$ cat config.mk
export PLATFORM = sky130hd
export DESIGN_NAME = brrh_seek
export DESIGN_NICKNAME = d
export VERILOG_FILES = /design/src/hw/rtl/brrh_pkg.sv /design/src/hw/rtl/brrh_seek.sv
export SDC_FILE = /design/constraint.sdc
export NUM_CORES = 1
export LEC_CHECK = 0
export BUFFER_PORTS_ARGS = -buffer_cell sky130_fd_sc_hd__buf_2
export CELL_PAD_IN_SITES_DETAIL_PLACEMENT = 2
export CELL_PAD_IN_SITES_GLOBAL_PLACEMENT = 2
export CORE_ASPECT_RATIO = 0.9
export CORE_MARGIN = 1
export CORE_UTILIZATION = 35
export CTS_CLUSTER_DIAMETER = 30
export DETAILED_ROUTE_END_ITERATION = 7
export PLACE_DENSITY = 0.83
export SYNTH_ARGS = -nofsm -noshare
export SYNTH_HDL_FRONTEND = slang
export SYNTH_SLANG_ARGS = --single-unit
$ cat constraint.sdc
create_clock -name clock -period 2.9 [get_ports clock]
set_clock_uncertainty 0.2 [all_clocks]
set_input_delay 0.145 -clock clock [delete_from_list [all_inputs] [get_ports clock]]
set_output_delay 0.145 -clock clock [all_outputs]
set_load 0.01 [all_outputs]
$ cat src/hw/rtl/brrh_pkg.sv
// ----------------------------------------------------------------------------
// brrh_pkg
// Shared types and constants for the byte ring with rewind history.
// ----------------------------------------------------------------------------
package brrh_pkg;

   localparam int unsigned RING_DEPTH_DEFAULT    = 4096;
   localparam int unsigned HISTORY_LIMIT_DEFAULT = 1024;

   localparam int unsigned POS_W      = 48;
   localparam int unsigned BYTE_W     = 8;
   localparam int unsigned ACT_W      = 2;
   localparam int unsigned STAT_W     = 3;
   localparam int unsigned TDATA_W    = 56;
   localparam int unsigned CFG_DATA_W = 64;
   localparam int unsigned CFG_ADDR_W = 3;

   localparam logic [CFG_ADDR_W-1:0] ADDR_STREAM_LENGTH = 3'd0;

   typedef enum logic [ACT_W-1:0] {
      ACT_PUSH = 2'd0,
      ACT_READ = 2'd1,
      ACT_SEEK = 2'd2,
      ACT_NONE = 2'd3
   } action_type;

   typedef enum logic [STAT_W-1:0] {
      ST_OK       = 3'd0,
      ST_EMPTY    = 3'd1,
      ST_FULL     = 3'd2,
      ST_FLUSHED  = 3'd3,
      ST_REJECTED = 3'd4
   } status_type;

   typedef enum logic [1:0] {
      SEEK_SKIP,
      SEEK_REWIND,
      SEEK_REJECT,
      SEEK_FLUSH
   } seek_kind_type;

   typedef enum logic [2:0] {
      S_IDLE,
      S_EXEC,
      S_READ_WAIT,
      S_SEEK_WAIT,
      S_RESULT
   } fsm_type;

   typedef struct packed {
      logic             start;
      logic [POS_W-1:0] target;
      logic [POS_W-1:0] stream_length;
      logic [POS_W-1:0] reader_position;
   } seek_req_type;

   typedef struct packed {
      logic             done;
      seek_kind_type    kind;
      logic [POS_W-1:0] off;
      logic [POS_W-1:0] amount;
   } seek_res_type;

endpackage

$ cat src/hw/rtl/brrh_seek.sv
// ----------------------------------------------------------------------------
// brrh_seek
// Three-stage seek classifier: clamp the target, take distances to the read
// point, then pick skip, rewind, reject or flush.
// ----------------------------------------------------------------------------
module brrh_seek #(
   parameter int unsigned CNT_W  = 13,
   parameter int unsigned HIST_W = 11
) (
   input  logic                  clock,
   input  logic                  reset,
   input  brrh_pkg::seek_req_type req,
   input  logic [CNT_W-1:0]      buffered_count,
   input  logic [HIST_W-1:0]     history_count,
   output brrh_pkg::seek_res_type res
);

   localparam int unsigned POS_W = brrh_pkg::POS_W;

   logic             v1_ff, v2_ff;
   logic             seekable1_ff, seekable1_in, seekable2_ff;
   logic [POS_W-1:0] off1_ff, off1_in, off2_ff;
   logic [POS_W-1:0] fwd2_ff, back2_ff;
   logic             ge2_ff;
   brrh_pkg::seek_res_type res_ff, res_in;
   logic [POS_W-1:0] buf_ext, hist_ext;

   always_comb begin
      seekable1_in = (req.stream_length != '0);
      off1_in      = req.target;
      if (seekable1_in && (req.target > req.stream_length)) begin
         off1_in = req.stream_length;
      end
   end

   assign buf_ext  = POS_W'(buffered_count);
   assign hist_ext = POS_W'(history_count);

   always_comb begin
      res_in      = res_ff;
      res_in.done = v2_ff;
      res_in.off  = off2_ff;
      if (ge2_ff && (fwd2_ff < buf_ext)) begin
         res_in.kind   = brrh_pkg::SEEK_SKIP;
         res_in.amount = fwd2_ff;
      end else if (!ge2_ff && (back2_ff <= hist_ext)) begin
         res_in.kind   = brrh_pkg::SEEK_REWIND;
         res_in.amount = back2_ff;
      end else if (!seekable2_ff) begin
         res_in.kind   = brrh_pkg::SEEK_REJECT;
         res_in.amount = '0;
      end else begin
         res_in.kind   = brrh_pkg::SEEK_FLUSH;
         res_in.amount = '0;
      end
   end

   always_ff @(posedge clock) begin
      if (reset) begin
         v1_ff       <= 1'b0;
         v2_ff       <= 1'b0;
         res_ff.done <= 1'b0;
      end else begin
         v1_ff       <= req.start;
         v2_ff       <= v1_ff;
         res_ff.done <= res_in.done;
      end
      off1_ff       <= off1_in;
      seekable1_ff  <= seekable1_in;
      off2_ff       <= off1_ff;
      seekable2_ff  <= seekable1_ff;
      ge2_ff        <= (off1_ff >= req.reader_position);
      fwd2_ff       <= off1_ff - req.reader_position;
      back2_ff      <= req.reader_position - off1_ff;
      res_ff.kind   <= res_in.kind;
      res_ff.off    <= res_in.off;
      res_ff.amount <= res_in.amount;
   end

   assign res = res_ff;

endmodule

Yosys cells after proc, flatten, opt, wreduce, memory -nomap -nowiden
Index checks and enable logic that the tools add are counted.
- output and inout port bits: 99
- logic and storage cells: 31
- input port bits: 171
- bits in registers: 296
- mux-type cells: 5
- $add $sub $neg: 2
- reduce and logical (&&, ||, !) cells: 6
- $lt $le $gt $ge: 4
- operator list (operator ; number):
    two-way mux 48 bit ; 3
    subtractor 48 bit ; 2
    >= comparator 48 bit ; 1
    > comparator 48 bit ; 1
    less-or-equal comparator 48 x 11 -> 1 bit ; 1
    less-than comparator 48 x 13 -> 1 bit ; 1
    nonzero test 48 bit ; 1
    logical AND 1 bit ; 3
    two-way mux 1 bit ; 2
    OR reduction 2 bit ; 1
    logical NOT 1 bit ; 1

Depth between registers and ports, before layout
- word-level depth: 4
- depth in mapped cells: 12
- gate-level depth less buffers: 11

Worst setup path before layout
OpenSTA, ideal clock, no wires.
- path kind: register to register
- from: reg off1_ff[0]
- to: reg back2_ff[42]
- clock period less this slack: 2.648 ns
- data required time: 2.575 ns
- setup time: 0.125 ns
- arrival: 2.323 ns
- buffers on the path: 0
- stages on the path, launching flop included: 11
- path slack: 0.252 ns
- path through: dfxtp_1 > ha_1 > fa_1 > nand3b_1 > a21oi_1 > nor2b_2 > o31ai_4 > a31oi_4 > o31ai_4 > a21oi_1 > xnor2_1
- longest elaborated chain between the ends: 1
- ends and longest elaborated chain (item ; RTL line ; RTL):
    start, declared ; brrh_seek.sv:22 ; logic [POS_W-1:0] off1_ff, off1_in, off2_ff;
    start signal, assigned ; brrh_seek.sv:68 ; off1_ff <= off1_in;
    subtractor 48 bit ; brrh_seek.sv:74 ; back2_ff <= req.reader_position - off1_ff;
    end signal, assigned ; brrh_seek.sv:74 ;
    end, declared ; brrh_seek.sv:23 ; logic [POS_W-1:0] fwd2_ff, back2_ff;
Every way passes these cells.
A chain may end at the register's enable or synchronous reset.

Worst setup path in the final report
- from: reg off1_ff[8]
- to: reg fwd2_ff[44]
- longest elaborated chain between the ends: 1
- ends and longest elaborated chain (item ; RTL line ; RTL):
    subtractor 48 bit ; brrh_seek.sv:73 ; fwd2_ff <= off1_ff - req.reader_position;
    end signal, assigned ; brrh_seek.sv:73 ;
    end, declared ; brrh_seek.sv:23 ;
Every way passes these cells.

==> results.py <==
metrics = {
    "hold_path": {
        "min_to": "fwd2_ff[43]",
        "hold_class": "in -> reg",
        "hp-start": "req[43]",
        "min_path_cells": 4,
    },
    "route": {
        "drtIter0Drc": 2694,
        "wl_per_cell_um": 45.9,
        "ant_nets": 0,
        "vias": 19200,
        "routed_wirelength_um": 128000,
        "viasPerCell": 6.86,
        "firstDrtPassIters": 6,
        "drcViolationCount": 0,
    },
    "synthesis": {
        "synth.avg_cell_area_um2": 9.50,
        "synth_ff_type": "dfxtp_1",
        "synth_seq_cells": 295,
        "synth-seq-area-share_pct": 40.4,
        "synth_cell_types": 80,
        "syn_area_um2": 14600,
        "yosysWarnings": 0,
        "synth_edf_count": 0,
        "synth_cells": 1539,
        "async_flop_share_pct": 0,
    },
    "timing": {
        "max_freq_ghz": 0.273,
        "slew_viol_final": 0,
        "fin_setup_tns_ns": -38.96,
        "setup_viol": 128,
        "setup_ws_ns": -0.759,
        "relSlewSlack_pct": 26.5,
        "finalCritPeriodShare_pct": 126,
        "tightest_slew_ns": 1.09,
        "rsz0062_at_grt": "yes",
        "finalCriticalPeriod_ns": 3.66,
        "hold_viol_final": 0,
    },
    "worst_setup_path": {
        "rrSetupSlack_ns": -0.76,
        "startpoint_type": "flop",
        "crit_type": "reg -> reg",
        "crit_fanout": 8,
        "timing.rr.start": "off1_ff[8]",
        "reg2reg_depth": 11,
        "cp-end-kind": "flop",
        "worstPathRequired_ns": 3.13,
        "r2r-end": "fwd2_ff[44]",
        "cp.arrival_ns": 3.89,
    },
    "placed_design": {
        "gp_congestion": 0.953,
        "io_buffers": 269,
        "dp_cells": 2494,
        "post_dp_cell_area_um2": 17800,
        "place_ws_ns": -0.155,
        "place_hpwl_um": 48600,
    },
    "power_and_ir_drop": {
        "seqPwrFrac_pct": 27.3,
        "internal_power_mw": 12.3,
        "combinationalPowerShare_pct": 31.5,
        "powerDensity_nw_per_um2": 899,
        "power_switching_mw": 8.35,
        "swShare_pct": 40.4,
        "ir_worst_vdd_uv": 692,
        "p_total_mw": 20.7,
        "power.leakage_nw": 10.9,
        "clock_power_share_pct": 41.1,
    },
    "grt": {
        "grt_max_degree": 31,
        "grt_pass1_wl_um": 137000,
        "grt_usage_pct": 44.5,
        "antenna_found_initial": 19,
        "first_global_vias": 18600,
        "grt_overflow_total": 0,
    },
    "floorplanning": {
        "placementRows": 70,
        "fp.coreArea_um2": 40900,
        "start_util_pct": 35.7,
        "fp.dieW_um": 217,
        "floorplan.die.height_um": 196,
        "die_area_um2": 42600,
        "io_pins": 270,
    },
    "outcome": {
        "violations": "negative setup slack",
        "outcome": "complete, but fails checks",
    },
    "cts": {
        "cts_sinks": 295,
        "cts_buffers": 67,
        "htree_num_levels": 3,
        "cts_buffer_depth": 3,
        "clk_pin_slew_worst_paths_ns": 0.07,
        "cts_tree": "done",
        "clkLatencyLatePin_ns": 0.63,
        "clockRootBuffer": "clkbuf_16",
    },
    "cells_and_area": {
        "fin_nets": 2517,
        "drive_above_1_share_pct": 39.3,
        "synthToLayoutAreaGrowth_pct": 57.1,
        "fillers": 3981,
        "final_area_um2": 23000,
        "final_cell_count_no_fill": 2793,
    },
    "flow_run": {
        "drv_cap": 0,
    },
}
cell families (layout without fill, tap and decap cells):
logic type,Yosys count,after routing,share of synthesized area (%)
flip-flops,295,295,40.4
multiplexers,51,51,4.42
adder cells (fa/ha/maj),168,168,14.5
AO/OA/AOI/OAI,408,408,18.5
other,1,63,0.0256
AND/OR/NAND/NOR,284,284,9.98
XOR/XNOR,89,89,5.33
buffers and inverters,243,895,6.86
state kept, by name, indices dropped and copies added (netlist names), 47 cells and up:
name      flops
fwd2_ff      47
off1_ff      48
back2_ff     48
off2_ff      48
res          99
critical path, stage by stage (launching register included):
cell and delay (ns):
dfxtp_2 0.41, ha_4 0.38, buf_6 0.20, nand4_1 0.41
a21oi_1 0.34, o21ai_0 0.22, nand2_2 0.22, a221oi_4 0.10
o31a_1 0.31, buf_4 0.20, o31ai_2 0.36, nor3_2 0.10
power by group through the flow:
stage | registers (mW) | clock network [mW] | logic (mW)
finish | 5.64 | 8.50 | 6.51
detailed placement | 5.29 | 0 | 3.94
floorplan | 5.16 | 0 | 2.19
CTS | 5.31 | 7.78 | 4.58
global placement | 5.23 | 0 | 3.70
global route | 5.60 | 8.52 | 6.37
how the worst max path moves through the flow:
stage                 from           end  slack [ns]  cells past startpoint
2_1_floorplan   off1_ff[0]  back2_ff[42]        0.25                     10
6_report        off1_ff[8]   fwd2_ff[44]       -0.76                     11
4_1_cts         off1_ff[0]  back2_ff[42]      -0.002                     10
3_3_place_gp   off1_ff[15]  back2_ff[44]        -0.1                     11
3_5_place_dp       req[18]  back2_ff[31]       -0.15                     13
5_1_grt         off1_ff[8]        ge2_ff       -0.57                     10
cell usage after synthesis (5+ instances only):
| master | instances | area [um2] |
|---|---|---|
| o21ai_1 | 11 | 55.1 |
| nor3_1 | 14 | 70.1 |
| inv_1 | 191 | 717 |
| buf_4 | 5 | 37.5 |
| nand2b_1 | 8 | 50.1 |
| o21ai_0 | 52 | 260 |
| o21bai_1 | 34 | 255 |
| a22o_1 | 10 | 87.6 |
| a221oi_1 | 5 | 43.8 |
| buf_6 | 5 | 56.3 |
| dfxtp_1 | 295 | 5910 |
| a211oi_1 | 7 | 52.6 |
| a31oi_1 | 8 | 50.1 |
| nor2_1 | 67 | 251 |
| o31ai_1 | 6 | 45.0 |
| nand4_1 | 53 | 332 |
| a21o_1 | 57 | 428 |
| mux2_2 | 28 | 315 |
| nor4_1 | 31 | 194 |
| o21a_1 | 11 | 82.6 |
| a21boi_1 | 6 | 45.0 |
| xnor2_1 | 62 | 543 |
| nand3b_1 | 5 | 37.5 |
| nand3_1 | 9 | 45.0 |
| nand2_1 | 67 | 251 |
| ha_1 | 166 | 2080 |
| clkbuf_1 | 11 | 41.3 |
| buf_2 | 28 | 140 |
| a21oi_1 | 151 | 756 |
| nor2b_1 | 6 | 37.5 |
| xor2_1 | 27 | 236 |
| mux2_4 | 20 | 300 |
cells in the final DEF, fill, tap and decap left out, types with 25 or more instances in the layout:
cell type and count:
inv_1 188, nand4_1 53, o21bai_1 30, xor2_1 25
ha_1 131, buf_2 265, a21oi_2 43, conb_1 35
dlygate4sd3_1 108, xnor2_1 54, o21ai_0 25, a21oi_1 98
diode_2 28, clkbuf_16 73, nand2_1 59, buf_4 188
dfxtp_1 272, nor4_1 28, a21o_1 57, nor2_1 55
final cells by class:
class                      instances  area [um2]  area share [%]
multi-input combinational       1035        9060            39.5
sequential                       295        5940            25.9
timing repair buffer             588        4240            18.4
clock buffer                      83        1880            8.19
inverter                         191         721            3.14
tap                              540         676            2.94
clock inverter                    33         379            1.65
antenna                           28        70.1           0.305
per-stage QoR:
| step | util, % | hold slack [ns] |
|---|---|---|
| floorplan | - | 0.0166 |
| global placement | 43.4 | 0.110 |
| detailed placement | 43.4 | 0.114 |
| CTS | 52.6 | 0.0124 |
| global route | 56.1 | 0.0723 |
| finish | 56.2 | 0.0621 |
metal layers:
metal	up-vias	wire length [um]	global-route usage [%]
met3	1161	16100	13.5
li1	6654	-	-
met5	-	101	0
met1	9159	41800	47.9
met2	2174	53700	73.9
met4	4	16600	32.3
timing repair:
| action | 4_1_cts | 5_1_grt |
|---|---|---|
| endpoints found under the hold margin | 63 | 2 |
| setup endpoints to repair | 46 | 110 |
| pin swaps | 18 | 60 |
| gates resized for setup | 84 | 230 |
| hold buffers | 108 | 2 |
| cloned | 0 | 3 |
| buffers inserted | 9 | 35 |
Note: power is estimated with default switching activity, not from simulation.
